## config.mk

```make
export PLATFORM = sky130hd
export DESIGN_NAME = plotter_operand_byte_encoder
export DESIGN_NICKNAME = d
export VERILOG_FILES = /design/src/design/pobe_pkg.sv /design/src/design/pobe_front.sv /design/src/design/pobe_queue.sv /design/src/design/pobe_back.sv /design/src/design/plotter_operand_byte_encoder.sv
export SDC_FILE = /design/constraint.sdc
export NUM_CORES = 1
export LEC_CHECK = 0
export BUFFER_PORTS_ARGS = -buffer_cell sky130_fd_sc_hd__buf_2
export CAP_MARGIN = 25
export CORE_AREA = 2 2 144 146
export CTS_BUF_LIST = sky130_fd_sc_hd__clkbuf_16
export DETAILED_ROUTE_END_ITERATION = 8
export DIE_AREA = 0 0 146 148
export PLACE_DENSITY = 0.63
export SLEW_MARGIN = 15
export SYNTH_ARGS = -nofsm -noshare
export SYNTH_HDL_FRONTEND = slang
export SYNTH_SLANG_ARGS = --single-unit
```

## constraint.sdc

```tcl
create_clock -name i_clk -period 6.9 [get_ports i_clk]
set_input_delay 0.69 -clock i_clk [delete_from_list [all_inputs] [get_ports i_clk]]
set_output_delay 0.69 -clock i_clk [all_outputs]
set_load 0.01 [all_outputs]
```

## src/design/pobe_pkg.sv

```systemverilog
// pobe_pkg: shared types and constants for the plotter operand byte encoder
// no dependencies; imported by the front end, queue, back end and top level

package pobe_pkg;

    // most bytes that one operand can produce
    localparam int MAX_BYTES = 6;

    typedef logic [6:0] t_byte;
    typedef logic [2:0] t_len;

    // operand formats
    typedef enum logic [1:0] {
        REQ_SINGLE = 2'd0,
        REQ_NUMBER = 2'd1,
        REQ_PAIR   = 2'd2,
        REQ_REL    = 2'd3
    } t_req;

    // one encoded operand, byte 0 goes out first
    typedef struct packed {
        t_byte [MAX_BYTES-1:0] bytes;
        t_len                  len;
    } t_entry;

    // first-byte prefix, complement bit and relative-pair tags
    localparam t_byte PFX_FIRST = 7'h60;
    localparam t_byte COMP_BIT  = 7'h40;
    localparam t_byte TAG_X     = 7'h40;
    localparam t_byte TAG_Y     = 7'h20;

    // saturation limits
    localparam logic [13:0]        MAG_MAX = 14'd16383;
    localparam logic signed [15:0] REL_HI  = 16'sd16383;
    localparam logic signed [15:0] REL_LO  = -16'sd16384;

endpackage

```

## src/design/pobe_front.sv

```systemverilog
// pobe_front: input handshake and operand encoder for all four formats
// depends on pobe_pkg; writes one finished entry per transfer into the queue

module pobe_front (
    input  logic              i_valid,
    output logic              o_stall,
    input  logic [1:0]        i_req_type,
    input  logic signed [15:0] i_value_a,
    input  logic signed [15:0] i_value_b,
    input  logic              i_q_full,
    output logic              o_push,
    output pobe_pkg::t_entry  o_entry
);
    import pobe_pkg::*;

    typedef struct packed {
        t_byte [2:0] c;
        logic [1:0]  n;
    } t_rel;

    // complement bit set when bit 5 of the chunk is clear
    function automatic t_byte comp6(input logic [5:0] c);
        return {~c[5], c};
    endfunction

    function automatic logic [13:0] sat_mag(input logic signed [15:0] v);
        logic [15:0] m;
        m = v[15] ? 16'(-v) : 16'(v);
        return (m > 16'(MAG_MAX)) ? MAG_MAX : m[13:0];
    endfunction

    function automatic logic signed [14:0] sat_rel(input logic signed [15:0] v);
        logic signed [15:0] s;
        priority if (v > REL_HI) begin
            s = REL_HI;
        end else if (v < REL_LO) begin
            s = REL_LO;
        end else begin
            s = v;
        end
        return s[14:0];
    endfunction

    // 5-bit two's complement chunks, most significant first
    function automatic t_rel rel_chunks(input logic signed [14:0] v, input t_byte tag);
        t_rel r;
        r = '0;
        priority if (v > 15'sd511 || v < -15'sd512) begin
            r.c[0] = {2'b00, v[14:10]} | tag;
            r.c[1] = {2'b00, v[9:5]} | tag;
            r.c[2] = {2'b00, v[4:0]} | tag;
            r.n    = 2'd3;
        end else if (v > 15'sd15 || v < -15'sd16) begin
            r.c[0] = {2'b00, v[9:5]} | tag;
            r.c[1] = {2'b00, v[4:0]} | tag;
            r.n    = 2'd2;
        end else begin
            r.c[0] = {2'b00, v[4:0]} | tag;
            r.n    = 2'd1;
        end
        return r;
    endfunction

    logic [13:0] w_x;
    logic [13:0] w_y;
    logic [13:0] w_m;
    t_rel        w_rx;
    t_rel        w_ry;

    assign w_x  = sat_mag(i_value_a);
    assign w_y  = sat_mag(i_value_b);
    assign w_m  = (w_x > w_y) ? w_x : w_y;
    assign w_rx = rel_chunks(sat_rel(i_value_a), TAG_X);
    assign w_ry = rel_chunks(sat_rel(i_value_b), TAG_Y);

    assign o_stall = i_q_full;
    assign o_push  = i_valid && !i_q_full;

    always_comb begin
        logic [2:0] k;
        k = '0;
        o_entry = '0;
        unique case (t_req'(i_req_type))
            REQ_SINGLE: begin
                o_entry.bytes[0] = i_value_a[5] ? i_value_a[6:0]
                                                : ({1'b0, i_value_a[5:0]} | COMP_BIT);
                o_entry.len = 3'd1;
            end
            REQ_NUMBER: begin
                priority if (w_x >= 14'd1024) begin
                    o_entry.bytes[0] = PFX_FIRST | 7'(w_x[13:12]);
                    o_entry.bytes[1] = comp6(w_x[11:6]);
                    o_entry.bytes[2] = comp6(w_x[5:0]);
                    o_entry.len = 3'd3;
                end else if (w_x >= 14'd16) begin
                    o_entry.bytes[0] = PFX_FIRST | 7'(w_x[9:6]);
                    o_entry.bytes[1] = comp6(w_x[5:0]);
                    o_entry.len = 3'd2;
                end else begin
                    o_entry.bytes[0] = PFX_FIRST | 7'(w_x[3:0]);
                    o_entry.len = 3'd1;
                end
            end
            REQ_PAIR: begin
                priority if (w_m >= 14'd2048) begin
                    o_entry.bytes[0] = PFX_FIRST | 7'(w_x[13:10]);
                    o_entry.bytes[1] = comp6(w_x[9:4]);
                    o_entry.bytes[2] = comp6({w_x[3:0], w_y[13:12]});
                    o_entry.bytes[3] = comp6(w_y[11:6]);
                    o_entry.bytes[4] = comp6(w_y[5:0]);
                    o_entry.len = 3'd5;
                end else if (w_m >= 14'd256) begin
                    o_entry.bytes[0] = PFX_FIRST | 7'(w_x[10:7]);
                    o_entry.bytes[1] = comp6(w_x[6:1]);
                    o_entry.bytes[2] = comp6({w_x[0], w_y[10:6]});
                    o_entry.bytes[3] = comp6(w_y[5:0]);
                    o_entry.len = 3'd4;
                end else if (w_m >= 14'd32) begin
                    o_entry.bytes[0] = PFX_FIRST | 7'(w_x[7:4]);
                    o_entry.bytes[1] = comp6({w_x[3:0], w_y[7:6]});
                    o_entry.bytes[2] = comp6(w_y[5:0]);
                    o_entry.len = 3'd3;
                end else if (w_m >= 14'd4) begin
                    o_entry.bytes[0] = PFX_FIRST | 7'(w_x[4:1]);
                    o_entry.bytes[1] = comp6({w_x[0], w_y[4:0]});
                    o_entry.len = 3'd2;
                end else begin
                    o_entry.bytes[0] = PFX_FIRST | 7'({w_x[1:0], w_y[1:0]});
                    o_entry.len = 3'd1;
                end
            end
            REQ_REL: begin
                // x chunks first, y chunks follow right after them
                for (int i = 0; i < MAX_BYTES; i++) begin
                    k = 3'(i) - {1'b0, w_rx.n};
                    if (3'(i) < {1'b0, w_rx.n}) begin
                        o_entry.bytes[3'(i)] = w_rx.c[2'(i)];
                    end else if (k < {1'b0, w_ry.n}) begin
                        o_entry.bytes[3'(i)] = w_ry.c[k[1:0]];
                    end
                end
                o_entry.len = {1'b0, w_rx.n} + {1'b0, w_ry.n};
            end
            default: begin
                o_entry = '0;
            end
        endcase
    end

endmodule

```

## src/design/pobe_queue.sv

```systemverilog
// pobe_queue: short fifo of encoded operands between front and back end
// depends on pobe_pkg for the entry type

module pobe_queue #(
    parameter int DEPTH = 2
) (
    input  logic             i_clk,
    input  logic             i_rst_n,
    input  logic             i_push,
    input  pobe_pkg::t_entry i_entry,
    input  logic             i_pop,
    output pobe_pkg::t_entry o_entry,
    output logic             o_valid,
    output logic             o_full
);
    import pobe_pkg::*;

    localparam int PW = (DEPTH > 1) ? $clog2(DEPTH) : 1;
    localparam int CW = $clog2(DEPTH + 1);

    t_entry          r_mem [DEPTH];
    logic [PW-1:0]   r_wr_ptr;
    logic [PW-1:0]   r_rd_ptr;
    logic [CW-1:0]   r_count;
    logic [PW-1:0]   n_wr_ptr;
    logic [PW-1:0]   n_rd_ptr;
    logic [CW-1:0]   n_count;

    assign o_valid = (r_count != '0);
    assign o_full  = (r_count == CW'(DEPTH));
    assign o_entry = r_mem[r_rd_ptr];

    always_comb begin
        n_wr_ptr = r_wr_ptr;
        n_rd_ptr = r_rd_ptr;
        n_count  = r_count;
        if (i_push) begin
            n_wr_ptr = (r_wr_ptr == PW'(DEPTH - 1)) ? '0 : r_wr_ptr + 1'b1;
        end
        if (i_pop) begin
            n_rd_ptr = (r_rd_ptr == PW'(DEPTH - 1)) ? '0 : r_rd_ptr + 1'b1;
        end
        unique case ({i_push, i_pop})
            2'b10:   n_count = r_count + 1'b1;
            2'b01:   n_count = r_count - 1'b1;
            default: n_count = r_count;
        endcase
    end

    always_ff @(posedge i_clk) begin
        if (!i_rst_n) begin
            r_wr_ptr <= '0;
            r_rd_ptr <= '0;
            r_count  <= '0;
        end else begin
            r_wr_ptr <= n_wr_ptr;
            r_rd_ptr <= n_rd_ptr;
            r_count  <= n_count;
        end
    end

    always_ff @(posedge i_clk) begin
        if (i_push) begin
            r_mem[r_wr_ptr] <= i_entry;
        end
    end

endmodule

```

## src/design/pobe_back.sv

```systemverilog
// pobe_back: byte serializer with registered output channel
// depends on pobe_pkg; pops an operand, sends one byte per cycle unless stalled

module pobe_back (
    input  logic                i_clk,
    input  logic                i_rst_n,
    input  logic                i_q_valid,
    input  pobe_pkg::t_entry    i_entry,
    output logic                o_pop,
    input  logic                i_out_stall,
    output logic                o_out_valid,
    output pobe_pkg::t_byte     o_out_byte,
    output logic                o_last_byte
);
    import pobe_pkg::*;

    t_entry r_cur;
    t_len   r_idx;
    logic   r_busy;
    logic   r_out_valid;
    t_byte  r_out_byte;
    logic   r_last;

    t_entry n_cur;
    t_len   n_idx;
    logic   n_busy;
    logic   n_out_valid;
    t_byte  n_out_byte;
    logic   n_last;

    logic   w_load;

    // output register can take a new byte
    assign w_load = !r_out_valid || !i_out_stall;

    always_comb begin
        n_cur       = r_cur;
        n_idx       = r_idx;
        n_busy      = r_busy;
        n_out_valid = r_out_valid;
        n_out_byte  = r_out_byte;
        n_last      = r_last;
        o_pop       = 1'b0;
        if (w_load) begin
            priority if (r_busy) begin
                n_out_valid = 1'b1;
                n_out_byte  = r_cur.bytes[r_idx];
                n_last      = (r_idx == r_cur.len - 3'd1);
                n_idx       = r_idx + 3'd1;
                n_busy      = !n_last;
            end else if (i_q_valid) begin
                o_pop       = 1'b1;
                n_cur       = i_entry;
                n_out_valid = 1'b1;
                n_out_byte  = i_entry.bytes[0];
                n_last      = (i_entry.len == 3'd1);
                n_idx       = 3'd1;
                n_busy      = !n_last;
            end else begin
                n_out_valid = 1'b0;
            end
        end
    end

    always_ff @(posedge i_clk) begin
        if (!i_rst_n) begin
            r_busy      <= 1'b0;
            r_out_valid <= 1'b0;
        end else begin
            r_busy      <= n_busy;
            r_out_valid <= n_out_valid;
        end
    end

    always_ff @(posedge i_clk) begin
        r_cur      <= n_cur;
        r_idx      <= n_idx;
        r_out_byte <= n_out_byte;
        r_last     <= n_last;
    end

    assign o_out_valid = r_out_valid;
    assign o_out_byte  = r_out_byte;
    assign o_last_byte = r_last;

endmodule

```

## src/design/plotter_operand_byte_encoder.sv

```systemverilog
// Plotter operand byte encoder, top level. One input transfer carries one operand request
// (single byte, number, unsigned pair or signed relative pair); the block answers with
// the plotter's 7-bit command bytes for it, most significant chunk first, with
// o_last_byte set on the final byte. The front end encodes the whole operand in the
// cycle it is accepted and writes it to a QUEUE_DEPTH-entry queue; the back end pops it
// and sends one byte per cycle, while the output is not stalled, through a registered
// output. An operand holds 1 to 6 bytes, by format and magnitude, and holds the output
// channel until its last byte is sent; the byte serializer in the back end pops the
// next operand only after it has loaded that last byte. When the block is empty the
// first byte passes through the queue and the output register before it is valid.
// Reset is synchronous, active low, and only clears control state.
// depends on pobe_pkg, pobe_front, pobe_queue and pobe_back

module plotter_operand_byte_encoder #(
    parameter int QUEUE_DEPTH = 2
) (
    input  logic               i_clk,
    input  logic               i_rst_n,
    // input channel
    input  logic               i_in_valid,
    output logic               o_in_stall,
    input  logic [1:0]         i_req_type,
    input  logic signed [15:0] i_value_a,
    input  logic signed [15:0] i_value_b,
    // output channel
    output logic               o_out_valid,
    input  logic               i_out_stall,
    output logic [6:0]         o_out_byte,
    output logic               o_last_byte
);
    import pobe_pkg::*;

    // front end to queue
    logic   w_push;
    t_entry w_push_entry;
    logic   w_q_full;

    // queue to back end
    logic   w_q_valid;
    t_entry w_q_entry;
    logic   w_pop;

    // encode on the input transfer, stall only while the queue is full
    pobe_front u_front (
        .i_valid    (i_in_valid),
        .o_stall    (o_in_stall),
        .i_req_type (i_req_type),
        .i_value_a  (i_value_a),
        .i_value_b  (i_value_b),
        .i_q_full   (w_q_full),
        .o_push     (w_push),
        .o_entry    (w_push_entry)
    );

    // decouples the encoder from output back-pressure
    pobe_queue #(
        .DEPTH (QUEUE_DEPTH)
    ) u_queue (
        .i_clk   (i_clk),
        .i_rst_n (i_rst_n),
        .i_push  (w_push),
        .i_entry (w_push_entry),
        .i_pop   (w_pop),
        .o_entry (w_q_entry),
        .o_valid (w_q_valid),
        .o_full  (w_q_full)
    );

    // one byte per output transfer, next operand follows without a gap
    pobe_back u_back (
        .i_clk       (i_clk),
        .i_rst_n     (i_rst_n),
        .i_q_valid   (w_q_valid),
        .i_entry     (w_q_entry),
        .o_pop       (w_pop),
        .i_out_stall (i_out_stall),
        .o_out_valid (o_out_valid),
        .o_out_byte  (o_out_byte),
        .o_last_byte (o_last_byte)
    );

`ifndef NO_ASSERTIONS
    // never write into a full queue
    a_no_push_full: assert property (@(posedge i_clk) disable iff (!i_rst_n)
        w_push |-> !w_q_full)
        else $error("push into full operand queue");

    // back end pops only a queued operand
    a_pop_valid: assert property (@(posedge i_clk) disable iff (!i_rst_n)
        w_pop |-> w_q_valid)
        else $error("pop from empty operand queue");

    // every encoded operand holds one to six bytes
    a_len_range: assert property (@(posedge i_clk) disable iff (!i_rst_n)
        w_push |-> (w_push_entry.len != 3'd0 && w_push_entry.len <= 3'(MAX_BYTES)))
        else $error("encoded operand length out of range");

    // an operand leaves the queue only after the previous one sent its last byte
    a_pop_after_last: assert property (@(posedge i_clk) disable iff (!i_rst_n)
        w_pop && o_out_valid |-> o_last_byte)
        else $error("operand popped before previous one finished");
`endif

endmodule
```

==> results by group <==
Status
  • Status: finished clean

Clock tree
  • Num Clock Sinks: 132
  • Post-CTS Setup Repair Bufs: 0
  • CTS buffer count: 17
  • CTS HTree Levels: 4
  • Clock-pin transition on the worst setup and hold timing paths: 0.05 ns
  • Clk Latency, worst-skew pair: 0.41 ns
  • Clock buffer depth: 2
  • Clk Tree Root Cell: clkbuf_16
  • PostCTS Resize Cnt: 0
  • TritonCTS clock tree: built
  • Hold Buf Count CTS: 0

STA
  • Setup violators final: 0
  • Slew HR: 0.326
  • Setup Skew: 0.00723 ns
  • Fmax: 166 MHz
  • Pins over their slew limit: 0
  • Fin. Hold Viols: 0
  • Tcrit/Tclk final: 0.875
  • Minimum clock period: 6.04 ns
  • Setup tns final: 0 ns
  • Slew at the pin closest to its max-slew limit: 0.997 ns
  • RSZ-0062 raised after global routing: false

Yosys
  • Cells after synthesis: 899
  • Synth Area in Adders: 0.0516
  • Biggest area consumer among synthesized cells: edfxtp_1
  • Net count after synthesis: 962
  • Synthesis warning total: 0
  • Simple-Gate Fraction of Synth Area: 0.157
  • Async SR Flop Fraction: 0
  • Largest cells by area after synthesis: edfxtp_1, mux2_2, nor2_1, ha_1, o21ai_0
  • XOR/XNOR Fraction of Synth Area: 0.0344
  • Library cells used by synthesis: 83
  • Synth Area in Compound Gates: 0.176
  • Top_reg_cell synth: edfxtp_1
  • Post-synth EDFFs: 125
  • Mapped Area: 8920 µm²
  • Register bit total from synthesis: 132
  • Yosys top cell area share: 0.421
  • Mux contribution to synthesized area: 0.0972
  • Seq/Total Area, Yosys: 0.437
  • Combinational family with the most area after synthesis: compound AO/OA/AOI/OAI gates
  • Mapped Avg Cell Area: 9.92 µm²

Floorplan
  • Row count: 52
  • CORE AREA: 20000 µm²
  • # IOs: 48
  • Initial core utilization: 0.445
  • Die Ht: 148 µm
  • Die ar.: 21600 µm²
  • Die Span X: 146 µm

Worst setup path
  • Family with the most delay on the worst path: simple AND/OR/NAND/NOR gates
  • Reg-to-reg endpoint: u_back.o_out_byte[5]$_DFFE_PP_
  • FF-to-FF path depth: 3
  • CP Launch Type: primary input
  • WP data required: 7.09 ns
  • Critical path class: primary input to flip-flop
  • CP bufs+invs: 3
  • Reg2Reg Setup Slack: 4.84 ns
  • CP max FO: 12
  • Crit-path cells: buf_2 -> inv_1 -> ha_1 -> or3b_2 -> or4_4 -> o21ai_2 -> and2_0 -> o21ai_0 -> ha_1 -> and4_1 -> and2_1 -> and3b_1 -> a221o_1 -> o21ai_4 -> mux2_2 -> buf_4 -> nand2_1 -> o221a_2 -> o22ai_1
  • Biggest cell delay along the critical path: 0.56 ns
  • Worst EP arrival: 6.23 ns
  • Worst-path cell with the longest stage delay: or3b_2
  • Reg-to-Reg Start: u_back.r_idx[0]$_SDFFCE_PN1P_
  • Most frequent cell on the critical path: ha_1
  • CP Capture Type: flip-flop

Cells and area
  • Number of diodes: 0
  • Nets: 978
  • Area delta synth->final: 11.7%
  • Most common cell after layout, fill and taps aside: edfxtp_1
  • Share of cells above drive strength 1: 0.186
  • Most frequent cells in the layout: edfxtp_1, nor2_1, nand2_1, o21ai_0, buf_2

Detailed routing
  • Via density: 6.06
  • Pre-Repair DR Iteration Count: 6
  • DRC violations left: 0
  • WL/cell: 21.7 µm
  • Initial drt markers: 688
  • Post-route ant nets: 0
  • Via count: 7258
  • Routed wire length: 26.0 mm

Global route
  • Gr usage total: 0.241
  • Grt peak-use layer: met2
  • Vias in the first global route: 6798
  • M2 GR Usage: 0.389
  • Largest net degree at the start of global routing: 40
  • Met1 Resource Use GR: 0.327
  • Met3 Usage GRT: 0.0330
  • Initial antenna violation count: 0
  • First-pass GRT wire length: 40.0 mm
  • Overflow after GRT: 0

Placed design
  • DP Wirelength: 18.8 mm
  • Port-buffer cells: 47
  • Gp weighted congestion: 0.981

Pwr
  • PwrDens: 304 nW/µm²
  • Pwr Total: 0.00303 W
  • LEAKAGE: 3.60 nW
  • Worst vdd ir: 0.163 mV

Flow run
  • Max Cap Viol: 0

Hold path
  • Hold Path Stages: 2
  • Hold path endpoint: u_queue.r_count[1]$_SDFFE_PN0P_
  • Worst hold path type: flip-flop to flip-flop
  • HP Start: u_queue.r_count[1]$_SDFFE_PN0P_
flip-flops by register name (all words and copies together) (netlist names), named ones only:
| register | count |
|---|---|
| u_back.r_idx | 3 |
| u_back.r_cur | 38 |
| u_queue.r_count | 2 |
| u_back.r_busy | 1 |
| u_back.o_out_byte | 7 |
| u_back.o_last_byte | 1 |
| u_queue.r_mem | 76 |
| u_queue.r_wr_ptr | 1 |
| u_back.o_out_valid | 1 |
| u_queue.r_rd_ptr | 1 |
layout make-up:
type | count | area, µm²
Timing Repair Buffer | 64 | 375
Sequential cell | 132 | 3890
Inverter | 33 | 124
Multi-Input combinational cell | 667 | 4620
Tap cell | 270 | 338
Clock buffer | 17 | 425
Clock inverter | 14 | 186
Fill cell | 1901 | 10100
metrics by stage:
stage	hold slack [ns]	cells	cell area, µm²	util	setup slack [ns]
finish	0.531	1197	9960	0.497	0.860
CTS	0.534	1196	9960	0.497	0.974
global route	0.548	1197	9960	0.497	0.498
floorplan	0.487	899	8920	-	1.69
detailed placement	0.528	1165	9340	0.466	0.544
global placement	0.521	1164	9320	0.465	0.641
power by group:
group          leakage (nW)  internal (W)  switching [W]  total, W
clock                 0.290      0.000600       0.000324  0.000923
sequential             1.24       0.00118       0.000101   0.00128
combinational          2.07      0.000343       0.000479  0.000821
cell families after synthesis:
| group | count (synthesis) |
|---|---|
| AND/OR/NAND/NOR | 292 |
| AO/OA/AOI/OAI | 229 |
| flip-flops | 132 |
| buffers and inverters | 100 |
| multiplexers | 72 |
| adder cells (fa/ha/maj) | 39 |
| XOR/XNOR | 35 |
cells in the mapped netlist (all sizes together) (14+ instances only):
cell    number
inv         29
nor3        28
edfxtp     125
nand2       65
mux2i       21
clkbuf      48
a221oi      15
o21ai       64
nor2       105
xnor2       23
mux2        44
o22ai       16
buf         19
maj3        14
ha          24
a21oi       45
how the worst max path moves through the flow:
| stage | startpoint | end | slack, ns | cells after the start |
|---|---|---|---|---|
| CTS | i_value_a[1] | u_queue.r_mem[0][14]$_DFFE_PP_ | 0.97 | 19 |
| floorplan | i_value_a[1] | u_queue.r_mem[0][11]$_DFFE_PP_ | 1.69 | 18 |
| finish | i_value_a[1] | u_queue.r_mem[0][14]$_DFFE_PP_ | 0.86 | 19 |
| detailed placement | i_value_a[1] | u_queue.r_mem[1][14]$_DFFE_PP_ | 0.54 | 19 |
| global route | i_value_a[1] | u_queue.r_mem[0][14]$_DFFE_PP_ | 0.50 | 20 |
| global placement | i_value_a[1] | u_queue.r_mem[0][15]$_DFFE_PP_ | 0.64 | 19 |
worst min-delay path: stages (launching register included):
cell and delay, ns:
dfxtp_1 0.33, o21ai_0 0.08, a21boi_0 0.07
layer usage:
metal	share of wire	vias up
li1	-	3408
met1	0.44	3471
met2	0.47	318
met3	0.052	61
met4	0.036	0
met5	0	-
No activity file was read; power rests on OpenSTA's default activity.
